### config.mk
export PLATFORM = sky130hd
export DESIGN_NAME = adc_block_average_peak_smoother
export DESIGN_NICKNAME = d
export VERILOG_FILES = /design/src/design/abaps_pkg.sv /design/src/design/abaps_fifo.sv /design/src/design/abaps_front.sv /design/src/design/abaps_back.sv /design/src/design/adc_block_average_peak_smoother.sv
export SDC_FILE = /design/constraint.sdc
export NUM_CORES = 2
export LEC_CHECK = 0
export BUFFER_PORTS_ARGS = -buffer_cell sky130_fd_sc_hd__clkbuf_2
export CORE_ASPECT_RATIO = 1.4
export CORE_MARGIN = 5
export CORE_UTILIZATION = 30
export CTS_CLUSTER_SIZE = 12
export DETAILED_ROUTE_END_ITERATION = 10
export PLACE_DENSITY = 0.45
export SLEW_MARGIN = 20
export SYNTH_ARGS = -nofsm -noshare
export SYNTH_HDL_FRONTEND = slang
export SYNTH_HIERARCHICAL = 1
export SYNTH_SLANG_ARGS = --single-unit
export TNS_END_PERCENT = 5
### constraint.sdc
create_clock -name clk -period 9.1 [get_ports clk]
set_input_delay 0.91 -clock clk [delete_from_list [all_inputs] [get_ports clk]]
set_output_delay 0.91 -clock clk [all_outputs]
set_load 0.005 [all_outputs]
### src/design/abaps_pkg.sv
// Shared types and constants for the ADC block average and peak smoother.
// Depends on nothing; the front, back and top modules import it.
package abaps_pkg;

	localparam int SMP_W          = 12;
	localparam int SLOW_SUM_W     = 20;
	localparam int SUPPLY_SUM_W   = 18;
	localparam int SLOW_CNT_W     = 8;
	localparam int FAST_CNT_W     = 6;
	localparam int SLOW_WINDOW_DEF = 250;
	localparam int FAST_WINDOW_DEF = 40;
	localparam int JOB_DEPTH      = 2;
	localparam int RES_DEPTH      = 2;

	// old + 9*peak fits in 16 bits; /10 as multiply by ceil(2^20/10), exact below 2^16
	localparam int BLEND_W     = 16;
	localparam int BLEND_SHIFT = 20;
	localparam int BLEND_RCP_W = 17;
	localparam logic [BLEND_RCP_W-1:0] BLEND_RECIP = 17'd104858;

	typedef struct packed {
		logic             slow_valid;
		logic [SMP_W-1:0] switch_a_sample;
		logic [SMP_W-1:0] switch_b_sample;
		logic             fast_valid;
		logic [SMP_W-1:0] reverse_sample;
		logic [SMP_W-1:0] forward_sample;
		logic [SMP_W-1:0] supply_sample;
		logic             transmitting;
	} conv_t;

	typedef struct packed {
		logic [SMP_W-1:0] switch_a_mean;
		logic [SMP_W-1:0] switch_b_mean;
		logic [SMP_W-1:0] supply_mean;
		logic [SMP_W-1:0] reverse_level;
		logic [SMP_W-1:0] forward_level;
		logic             slow_done;
		logic             fast_done;
	} result_t;

	// work handed from the front to the back for one item
	typedef struct packed {
		logic                    slow_done;
		logic                    fast_done;
		logic                    blend_en;
		logic [SLOW_SUM_W-1:0]   switch_a_sum;
		logic [SLOW_SUM_W-1:0]   switch_b_sum;
		logic [SUPPLY_SUM_W-1:0] supply_sum;
		logic [SMP_W-1:0]        reverse_peak;
		logic [SMP_W-1:0]        forward_peak;
	} job_t;

endpackage

### src/design/abaps_fifo.sv
// Small register FIFO used for the job queue and the result queue.
// Depends on nothing; item type and depth (a power of two) come in as parameters.
module abaps_fifo #(
	parameter type item_t = logic,
	parameter int  DEPTH  = 2
) (
	input  logic  clk,
	input  logic  arst_n,
	input  logic  push,
	input  item_t wdata,
	output logic  full,
	input  logic  pop,
	output item_t rdata,
	output logic  empty
);

	localparam int AW = (DEPTH > 1) ? $clog2(DEPTH) : 1;
	localparam int CW = $clog2(DEPTH + 1);

	item_t         mem_q [DEPTH];
	logic [AW-1:0] wr_ptr_q;
	logic [AW-1:0] rd_ptr_q;
	logic [CW-1:0] count_q;
	logic          do_push;
	logic          do_pop;

	assign full    = (count_q == CW'(DEPTH));
	assign empty   = (count_q == '0);
	assign do_push = push && !full;
	assign do_pop  = pop && !empty;
	assign rdata   = mem_q[rd_ptr_q];

	always_ff @(posedge clk or negedge arst_n) begin
		if (!arst_n) begin
			wr_ptr_q <= '0;
			rd_ptr_q <= '0;
			count_q  <= '0;
		end else begin
			if (do_push) begin
				wr_ptr_q <= (wr_ptr_q == AW'(DEPTH - 1)) ? '0 : wr_ptr_q + 1'b1;
			end
			if (do_pop) begin
				rd_ptr_q <= (rd_ptr_q == AW'(DEPTH - 1)) ? '0 : rd_ptr_q + 1'b1;
			end
			if (do_push && !do_pop) begin
				count_q <= count_q + 1'b1;
			end else if (do_pop && !do_push) begin
				count_q <= count_q - 1'b1;
			end
		end
	end

	always_ff @(posedge clk) begin
		if (do_push) begin
			mem_q[wr_ptr_q] <= wdata;
		end
	end

endmodule

### src/design/abaps_front.sv
// Front end: window accumulators, counters and transmit peaks; emits one job per item.
// Depends on abaps_pkg.
module abaps_front #(
	parameter int SLOW_WINDOW = abaps_pkg::SLOW_WINDOW_DEF,
	parameter int FAST_WINDOW = abaps_pkg::FAST_WINDOW_DEF
) (
	input  logic               clk,
	input  logic               arst_n,
	input  logic               accept,
	input  abaps_pkg::conv_t   conv,
	output abaps_pkg::job_t    job
);
	import abaps_pkg::*;

	logic [SLOW_SUM_W-1:0]   a_sum_q, b_sum_q;
	logic [SUPPLY_SUM_W-1:0] sup_sum_q;
	logic [SLOW_CNT_W-1:0]   slow_cnt_q;
	logic [FAST_CNT_W-1:0]   fast_cnt_q;
	logic [SMP_W-1:0]        rev_peak_q, fwd_peak_q;

	logic [SLOW_SUM_W-1:0]   a_sum_d, b_sum_d;
	logic [SUPPLY_SUM_W-1:0] sup_sum_d;
	logic [SLOW_CNT_W-1:0]   slow_cnt_d;
	logic [FAST_CNT_W-1:0]   fast_cnt_d;
	logic [SMP_W-1:0]        rev_peak_d, fwd_peak_d;
	logic                    slow_end, fast_end;
	logic                    peak_en;

	always_comb begin
		slow_cnt_d = slow_cnt_q + 1'b1;
		a_sum_d    = a_sum_q + SLOW_SUM_W'(conv.switch_a_sample);
		b_sum_d    = b_sum_q + SLOW_SUM_W'(conv.switch_b_sample);
		slow_end   = conv.slow_valid && (slow_cnt_d >= SLOW_CNT_W'(SLOW_WINDOW));

		fast_cnt_d = fast_cnt_q + 1'b1;
		sup_sum_d  = sup_sum_q + SUPPLY_SUM_W'(conv.supply_sample);
		fast_end   = conv.fast_valid && (fast_cnt_d >= FAST_CNT_W'(FAST_WINDOW));

		peak_en    = conv.fast_valid && conv.transmitting;
		rev_peak_d = (peak_en && conv.reverse_sample > rev_peak_q) ? conv.reverse_sample
		                                                            : rev_peak_q;
		fwd_peak_d = (peak_en && conv.forward_sample > fwd_peak_q) ? conv.forward_sample
		                                                            : fwd_peak_q;
	end

	always_comb begin
		job.slow_done    = slow_end;
		job.fast_done    = fast_end;
		job.blend_en     = fast_end && conv.transmitting;
		job.switch_a_sum = a_sum_d;
		job.switch_b_sum = b_sum_d;
		job.supply_sum   = sup_sum_d;
		job.reverse_peak = rev_peak_d;
		job.forward_peak = fwd_peak_d;
	end

	always_ff @(posedge clk or negedge arst_n) begin
		if (!arst_n) begin
			a_sum_q    <= '0;
			b_sum_q    <= '0;
			slow_cnt_q <= '0;
			sup_sum_q  <= '0;
			fast_cnt_q <= '0;
			rev_peak_q <= '0;
			fwd_peak_q <= '0;
		end else if (accept) begin
			if (conv.slow_valid) begin
				a_sum_q    <= slow_end ? '0 : a_sum_d;
				b_sum_q    <= slow_end ? '0 : b_sum_d;
				slow_cnt_q <= slow_end ? '0 : slow_cnt_d;
			end
			if (conv.fast_valid) begin
				sup_sum_q  <= fast_end ? '0 : sup_sum_d;
				fast_cnt_q <= fast_end ? '0 : fast_cnt_d;
				rev_peak_q <= fast_end ? '0 : rev_peak_d;
				fwd_peak_q <= fast_end ? '0 : fwd_peak_d;
			end
		end
	end

endmodule

### src/design/abaps_back.sv
// Back end: block means by reciprocal multiply, peak blend, held outputs.
// Depends on abaps_pkg; takes jobs from the job queue, feeds the result queue.
module abaps_back #(
	parameter int SLOW_WINDOW = abaps_pkg::SLOW_WINDOW_DEF,
	parameter int FAST_WINDOW = abaps_pkg::FAST_WINDOW_DEF
) (
	input  logic                clk,
	input  logic                arst_n,
	input  abaps_pkg::job_t     job,
	input  logic                job_empty,
	output logic                job_pop,
	input  logic                res_full,
	output logic                res_push,
	output abaps_pkg::result_t  result
);
	import abaps_pkg::*;

	// q = (x * ceil(2^S/d)) >> S with S = width(x) + clog2(d) is exact for all x
	localparam int SLOW_SHIFT = SLOW_SUM_W + $clog2(SLOW_WINDOW);
	localparam int SLOW_RCP_W = SLOW_SUM_W + 2;
	localparam logic [SLOW_RCP_W-1:0] SLOW_RECIP =
		SLOW_RCP_W'(((64'd1 << SLOW_SHIFT) + 64'(SLOW_WINDOW) - 64'd1) / 64'(SLOW_WINDOW));
	localparam int SLOW_PROD_W = SLOW_SUM_W + SLOW_RCP_W;

	localparam int FAST_SHIFT = SUPPLY_SUM_W + $clog2(FAST_WINDOW);
	localparam int FAST_RCP_W = SUPPLY_SUM_W + 2;
	localparam logic [FAST_RCP_W-1:0] FAST_RECIP =
		FAST_RCP_W'(((64'd1 << FAST_SHIFT) + 64'(FAST_WINDOW) - 64'd1) / 64'(FAST_WINDOW));
	localparam int FAST_PROD_W = SUPPLY_SUM_W + FAST_RCP_W;

	localparam int BLEND_PROD_W = BLEND_W + BLEND_RCP_W;

	logic [SMP_W-1:0] a_avg_q, b_avg_q, sup_avg_q, rev_lvl_q, fwd_lvl_q;

	logic [SLOW_PROD_W-1:0]  a_prod, b_prod;
	logic [FAST_PROD_W-1:0]  sup_prod;
	logic [BLEND_W-1:0]      rev_mix, fwd_mix;
	logic [BLEND_PROD_W-1:0] rev_prod, fwd_prod;
	logic [SMP_W-1:0]        a_avg_d, b_avg_d, sup_avg_d, rev_lvl_d, fwd_lvl_d;
	logic                    fire;

	assign fire     = !job_empty && !res_full;
	assign job_pop  = fire;
	assign res_push = fire;

	always_comb begin
		a_prod   = SLOW_PROD_W'(job.switch_a_sum) * SLOW_PROD_W'(SLOW_RECIP);
		b_prod   = SLOW_PROD_W'(job.switch_b_sum) * SLOW_PROD_W'(SLOW_RECIP);
		sup_prod = FAST_PROD_W'(job.supply_sum) * FAST_PROD_W'(FAST_RECIP);

		rev_mix  = BLEND_W'(rev_lvl_q) + BLEND_W'(job.reverse_peak) * BLEND_W'(9);
		fwd_mix  = BLEND_W'(fwd_lvl_q) + BLEND_W'(job.forward_peak) * BLEND_W'(9);
		rev_prod = BLEND_PROD_W'(rev_mix) * BLEND_PROD_W'(BLEND_RECIP);
		fwd_prod = BLEND_PROD_W'(fwd_mix) * BLEND_PROD_W'(BLEND_RECIP);

		a_avg_d   = job.slow_done ? a_prod[SLOW_SHIFT +: SMP_W] : a_avg_q;
		b_avg_d   = job.slow_done ? b_prod[SLOW_SHIFT +: SMP_W] : b_avg_q;
		sup_avg_d = job.fast_done ? sup_prod[FAST_SHIFT +: SMP_W] : sup_avg_q;
		rev_lvl_d = job.blend_en ? rev_prod[BLEND_SHIFT +: SMP_W] : rev_lvl_q;
		fwd_lvl_d = job.blend_en ? fwd_prod[BLEND_SHIFT +: SMP_W] : fwd_lvl_q;
	end

	always_comb begin
		result.switch_a_mean = a_avg_d;
		result.switch_b_mean = b_avg_d;
		result.supply_mean   = sup_avg_d;
		result.reverse_level = rev_lvl_d;
		result.forward_level = fwd_lvl_d;
		result.slow_done     = job.slow_done;
		result.fast_done     = job.fast_done;
	end

	always_ff @(posedge clk or negedge arst_n) begin
		if (!arst_n) begin
			a_avg_q   <= '0;
			b_avg_q   <= '0;
			sup_avg_q <= '0;
			rev_lvl_q <= '0;
			fwd_lvl_q <= '0;
		end else if (fire) begin
			a_avg_q   <= a_avg_d;
			b_avg_q   <= b_avg_d;
			sup_avg_q <= sup_avg_d;
			rev_lvl_q <= rev_lvl_d;
			fwd_lvl_q <= fwd_lvl_d;
		end
	end

endmodule

### src/design/adc_block_average_peak_smoother.sv
// Top level of the ADC block average and peak smoother.
// Depends on abaps_pkg, abaps_front, abaps_fifo and abaps_back.
//
// Usage:
//   Input channel is queue-like: drive conv and raise push; the item is taken
//   on a clock edge with push high and full low. Each item is one conversion
//   event (slow switch pair, fast reverse/forward/supply group, or both).
//   Output channel is queue-like too: while empty is low, result holds the
//   oldest waiting item; it is taken on an edge with pop high.
//   Every input item yields exactly one result item, in order.
// Timing:
//   Throughput is one item per cycle while pop keeps up. The front updates
//   the window sums, counters and peaks in the accept cycle and writes a job
//   into a 2-entry queue; the back takes one job per cycle while the result
//   queue has room (one reciprocal multiply per mean, one for each level
//   blend) and writes into a 2-entry result queue.
// Reset:
//   arst_n low clears all sums, counters, peaks, means, levels and both queues.
// Stalls:
//   If pop stays low the result queue fills, the back stops, the job queue
//   fills and full rises; no item is dropped or repeated.
module adc_block_average_peak_smoother #(
	parameter int SLOW_WINDOW = abaps_pkg::SLOW_WINDOW_DEF,
	parameter int FAST_WINDOW = abaps_pkg::FAST_WINDOW_DEF
) (
	input  logic                clk,
	input  logic                arst_n,
	input  logic                push,
	output logic                full,
	input  abaps_pkg::conv_t    conv,
	output logic                empty,
	input  logic                pop,
	output abaps_pkg::result_t  result
);
	import abaps_pkg::*;

	job_t    front_job;
	job_t    queued_job;
	result_t back_result;
	logic    accept;
	logic    job_empty;
	logic    job_pop;
	logic    res_full;
	logic    res_push;

	assign accept = push && !full;

	abaps_front #(
		.SLOW_WINDOW (SLOW_WINDOW),
		.FAST_WINDOW (FAST_WINDOW)
	) u_front (
		.clk    (clk),
		.arst_n (arst_n),
		.accept (accept),
		.conv   (conv),
		.job    (front_job)
	);

	// job queue between front and back
	abaps_fifo #(
		.item_t (job_t),
		.DEPTH  (JOB_DEPTH)
	) u_job_q (
		.clk    (clk),
		.arst_n (arst_n),
		.push   (accept),
		.wdata  (front_job),
		.full   (full),
		.pop    (job_pop),
		.rdata  (queued_job),
		.empty  (job_empty)
	);

	abaps_back #(
		.SLOW_WINDOW (SLOW_WINDOW),
		.FAST_WINDOW (FAST_WINDOW)
	) u_back (
		.clk       (clk),
		.arst_n    (arst_n),
		.job       (queued_job),
		.job_empty (job_empty),
		.job_pop   (job_pop),
		.res_full  (res_full),
		.res_push  (res_push),
		.result    (back_result)
	);

	// result queue toward the consumer
	abaps_fifo #(
		.item_t (result_t),
		.DEPTH  (RES_DEPTH)
	) u_res_q (
		.clk    (clk),
		.arst_n (arst_n),
		.push   (res_push),
		.wdata  (back_result),
		.full   (res_full),
		.pop    (pop),
		.rdata  (result),
		.empty  (empty)
	);

endmodule
== Word level (Yosys, flattened, before mapping) ==
Memory sizes are Yosys's and may differ from the RTL's.
Index checks and enable logic that the tools add are counted.
Storage, ports and cells
  memories kept: 2
  bits in registers: 164
  memory bits (writable): 294
  input bits: 67
  output and inout bits: 64
Operators by class
  $mul: 7
  equal/unequal tests: 2
  $add $sub $neg: 15
  multiplexer cells: 26
  reductions and logical operators: 30
  magnitude comparators: 4
Memories
  u_job_q.mem_q: words 2, bits a word 85, read ports 1, clocked after Yosys merged registers in 0, wr ports 1, line abaps_fifo.sv:20  | item_t mem_q [DEPTH];
  u_res_q.mem_q: words 2, bits a word 62, read ports 1, clocked after Yosys merged registers in 0, wr ports 1, line abaps_fifo.sv:20
Operators by type and width (number)
  2-to-1 mux 12 bit: 9
  multiplier 20 x 20 -> 39 bit (second input constant): 2
  multiplier 16 x 16 -> 31 bit (second input constant): 2
  adder 20 x 12 -> 20 bit: 2
  2-to-1 mux 20 bit: 2
  multiplier 18 x 19 -> 36 bit (second input constant): 1
  adder 12 x 16 -> 16 bit: 2
  multiplier 12 x 4 -> 16 bit (second input constant): 2
  > comparator 12 bit: 2
  adder 18 x 12 -> 18 bit: 1
  2-to-1 mux 18 bit: 1
  logical AND 1 bit: 16
  adder 8 x 1 -> 8 bit (second input constant): 1
  >= comparator 8 bit (second input constant): 1
  zero test 1 bit: 8
  2-to-1 mux 1 bit: 8
  2-to-1 mux 2 bit: 4
  2-to-1 mux 8 bit: 1
  adder 6 x 1 -> 6 bit (second input constant): 1
  >= comparator 6 bit (second input constant): 1
  2-to-1 mux 6 bit: 1
  adder 1 bit (second input constant): 4
  adder 2 x 1 -> 2 bit (second input constant): 2
  == test 2 bit (second input constant): 2
  4 further kinds: 8

== Depth between registers and ports, before layout ==
  word-level depth: 8
  gate-level depth with buffers: 41
  depth with buffers taken out: 39

== By module ==
The synthesis kept the hierarchy.
By module, submodules not included
  abaps_back: cells an instance 2931, seq. area each 1501.4 um^2, area an instance 28477.3 um^2, instances 1
  abaps_front: cells an instance 818, seq. area each 2402.3 um^2, area an instance 7175.6 um^2, instances 1
  abaps_fifo (u_job_q): cells an instance 284, seq. area each 5205.0 um^2, area an instance 6535.0 um^2, instances 1
  abaps_fifo (u_res_q): cells an instance 212, seq. area each 3823.7 um^2, area an instance 4971.0 um^2, instances 1
  adc_block_average_peak_smoother: cells an instance 1, seq. area each 0.0 um^2, area an instance 13.8 um^2, instances 1

== Worst setup path before layout ==
No wires, ideal clock.
  path kind: register -> register
  start point: register u_job_q.rd_ptr_q
  end point: memory u_res_q/mem_q[0][25] (netlist name), data pin
  clock period less this slack: 8688 ps
  required time: 8824 ps
  path slack: 412 ps
  arrival: 8412 ps
  setup time: 276 ps
  cell stages (with the launch flop): 40
  path through: dfrtp_1 buf_6 buf_8 buf_12 mux2_4 ha_1 inv_1 fa_1 inv_1 ha_1 a21o_1 a31oi_1 o21ai_1 o41a_1 a21o_1 a21oi_2 xnor2_2 inv_2 [... 4 more ...] fa_1 inv_1 fa_1 fa_1 inv_1 fa_1 inv_1 ha_1 and3_1 nand4_1 a211oi_1 o21ai_1 a311oi_1 a21oi_1 o21bai_1 a21oi_1 xnor2_1 a21oi_1
RTL lines
  start, declared: line abaps_fifo.sv:22  | logic [AW-1:0] rd_ptr_q;
  start signal, assigned: line abaps_fifo.sv:43  | rd_ptr_q <= (rd_ptr_q == AW'(DEPTH - 1)) ? '0 : rd_ptr_q + 1'b1;
  end, declared: line abaps_fifo.sv:20

==> run summary <==
status -> completed
Initial Util -> 30.1%
number of max-cap violations -> 0
NumNets Final -> 5,789
clock tree from TritonCTS -> done
RD Place Congestion -> 0.856
Avg Cell Area, Syn -> 11.1 sq um
number of global-route vias before repair -> 33.4k
final non-filler cell total -> 6,588
Slew @ Worst Pin -> 1.13 ns
Final setup viols -> 0
largest net degree at the start of global routing -> 67
asr flop ratio synth -> 35.8%
CP Launch Type -> flop
Synth Cell Area -> 47,200 sq um
Reg area -> 12,900 sq um
max-slew violations -> 0
DRT Pass-1 Iters -> 5
Crit. Startpoint -> u_job_q/rd_ptr_q$_DFFE_PN0P_
via/cell ratio -> 4.57
period utilisation layout -> 96.1%
synthesized net count -> 5,584
most common flop cell mapped by yosys -> edfxtp_1
area leader, netlist -> ha_1
Worst slew margin -> 24.7%
setup ws final -> 0.353 ns
number of cells on the critical path -> 36
most instantiated library cell after synthesis -> inv_1
DRC -> 0
Largest delay share family, worst path -> adder cells
placed wire-length estimate -> 99,200 um
Clk pin slew, worst setup/hold paths -> 0.06 ns
die area -> 165,000 sq um
Area contributors post-synth -> ha_1 (22%), fa_1 (19%), edfxtp_1 (19%), dfrtp_1 (8.7%), inv_1 (7.7%)
die height -> 479 um
Worst EP arrival -> 9.14 ns
grt total ovfl -> 0
Synth Register Bits -> 458
Register-to-Register Path Depth -> 36
Fin Setup TNS -> 0 ns
CTS Sinks -> 458
reg2reg start -> u_job_q/rd_ptr_q$_DFFE_PN0P_
Seq/Total Area, Yosys -> 27.4%
Synth-to-Final Area Change -> 12.1%
maximum clock rate -> 114 MHz
worst-skew pair later-pin latency -> 0.65 ns
CP bufs+invs -> 7
CP max stage delay -> 0.57 ns
core area -> 157,000 sq um
final hold vios -> 0
Top Ports -> 131
Synth top area share -> 21.9%
Synth Instances -> 4,246
initial DRC count -> 1,011
Root Buffer -> clkbuf_16
CTS Hold Bufs -> 0
fillers -> 16.1k
Yosys cell types -> 99
Hold Path Class -> primary input to async pin
Site Rows -> 172
Slowest-stage cell, CP -> or4_4
required time worst endpoint -> 9.49 ns
Setup CP Type -> flop to flop
DR WL/cell -> 18.3 um
CTS H-tree depth -> 2
area occupied by multi-input gates -> 30,500 sq um
first-pass GRT wire length -> 191,000 um
final worst path period need -> 8.75 ns
Routed Antenna Nets -> 0
crit end category -> flop
Synth warnings -> 6
share of layout cells above drive strength 1 -> 14.3%
Worst Clk Skew -> 0.0468 ns
Critical Path End -> u_res_q/mem_q[1][6]$_DFFE_PP_
DP Cell Count -> 6,469
IO buf count -> 130
Vias -> 30.1k
reg-to-reg slack, setup -> 0.35 ns
WL final -> 121,000 um
Die Width -> 345 um
RSZ-0062 raised after global routing -> true
Crit Path Max Fanout -> 4
pre-CTS worst setup slack -> -0.104 ns
initial antenna violation count -> 6
reg2reg end -> u_res_q/mem_q[1][6]$_DFFE_PP_
top post-synthesis cells by count -> inv_1 (964), ha_1 (825), fa_1 (446)
number of buffers created by CTS -> 55
CTS max path bufs -> 3
GR Util All Layers -> 14.6%
Final Core Density -> 33.7%
Post-synth EDFFs -> 294
[state kept, by name (all words and copies together) (netlist names)]
| signal | flops |
|---|---|
| u_back/a_avg_q | 12 |
| u_back/fwd_lvl_q | 12 |
| u_front/a_sum_q | 20 |
| u_job_q/rd_ptr_q | 1 |
| u_front/fwd_peak_q | 12 |
| u_front/slow_cnt_q | 8 |
| u_res_q/wr_ptr_q | 1 |
| u_front/b_sum_q | 20 |
| u_front/rev_peak_q | 12 |
| u_back/rev_lvl_q | 12 |
| u_res_q/mem_q | 124 |
| u_res_q/count_q | 2 |
| u_job_q/wr_ptr_q | 1 |
| u_res_q/rd_ptr_q | 1 |
| u_front/fast_cnt_q | 6 |
| u_back/sup_avg_q | 12 |
| u_front/sup_sum_q | 18 |
| u_job_q/count_q | 2 |
| u_job_q/mem_q | 170 |
| u_back/b_avg_q | 12 |
[through the flow]
step	hold WS [ns]	instance area, sq um
2_1_floorplan	0.435	47200
4_1_cts	0.225	52400
6_report	0.243	52900
3_5_place_dp	0.460	50500
3_3_place_gp	0.450	50500
5_1_grt	0.248	52900
[cell type report]
class,instances,share of cell area (%)
multi-input combinational,2752,57.7
clock buffer,74,2.89
antenna,2,0.00947
timing repair buffer,216,2.51
clock inverter,30,0.606
sequential,458,24.5
tap,2088,4.94
inverter,968,6.87
[per-layer routing]
metal / global-route usage [%] / share of wire [%] / vias to the layer above
met4: 3.48 / 2.5 / 6
li1: - / - / 14600
met3: 1.77 / 2.6 / 133
met1: 17.6 / 42 / 15000
met2: 27.8 / 53 / 359
met5: 0 / 0.034 / -
[cells in the final DEF (no fill, tap or decap), types with 9 or more instances in the layout]
master / synthesis / final
o31ai_1: 10 / 9
and2_1: 21 / 21
a21oi_2: 3 / 14
buf_4: 6 / 83
clkbuf_2: 0 / 129
a21o_1: 63 / 63
o21ai_1: 29 / 23
xnor2_1: 120 / 114
dfrtp_1: 164 / 162
clkbuf_16: 0 / 56
nor3_1: 20 / 20
or3_1: 10 / 10
nand4_1: 25 / 25
mux2_4: 99 / 99
inv_1: 964 / 962
nand2b_1: 10 / 10
clkbuf_1: 34 / 12
a22o_1: 21 / 21
edfxtp_1: 294 / 294
and3_1: 16 / 13
nor2_1: 91 / 87
o21a_1: 24 / 24
clkinv_2: 0 / 9
a21oi_1: 134 / 123
nand3_1: 35 / 35
xor2_1: 54 / 53
o21ai_0: 88 / 87
mux2_2: 144 / 144
fa_1: 446 / 445
o22ai_1: 29 / 29
nor2b_1: 29 / 28
nand2_1: 208 / 207
o21bai_1: 10 / 10
o211ai_1: 18 / 18
ha_4: 0 / 11
a211oi_1: 20 / 19
mux2i_1: 26 / 26
ha_1: 825 / 812
[worst reg2reg max path: cells and delay by family, from the launching register on]
kind | cells | cell delay (ns)
buf+inv | 7 | 0.47
fa+ha+maj | 10 | 3.88
mux | 2 | 0.58
compound gates | 9 | 1.66
simple gates | 6 | 1.12
flops | 1 | 0.51
xor+xnor | 2 | 0.28
[how the worst min path moves through the flow]
stage	from	to	slack, ns	cells past startpoint
global placement	u_back/b_avg_q[7]$_DFFE_PN0P_	u_back/b_avg_q[7]$_DFFE_PN0P_	0.45	2
finish	arst_n	u_back/a_avg_q[8]$_DFFE_PN0P_	0.24	1
floorplan	u_back/a_avg_q[4]$_DFFE_PN0P_	u_back/a_avg_q[4]$_DFFE_PN0P_	0.43	2
global route	arst_n	u_back/a_avg_q[8]$_DFFE_PN0P_	0.25	1
CTS	arst_n	u_back/a_avg_q[8]$_DFFE_PN0P_	0.22	1
detailed placement	u_back/a_avg_q[4]$_DFFE_PN0P_	u_back/a_avg_q[4]$_DFFE_PN0P_	0.46	2
[cells by family after synthesis]
group | synth area share [%]
xor gates and xnor gates | 3.27
AOI/OAI and AO/OA | 7.45
muxes | 7.14
and+or+nand+nor | 5.19
buffers and inverters | 8.74
adders and majority gates | 40.8
DFF | 27.4
[repair_timing]
| action | 4_1_cts | 5_1_grt |
|---|---|---|
| pin swaps | 0 | 36 |
| buffers inserted | 1 | 12 |
| resized for setup | 4 | 60 |
| setup endpoints to repair | 6 | 60 |
Power is not shown: default switching activity piles up to over one toggle a cycle in this logic, so the estimate is an artifact.
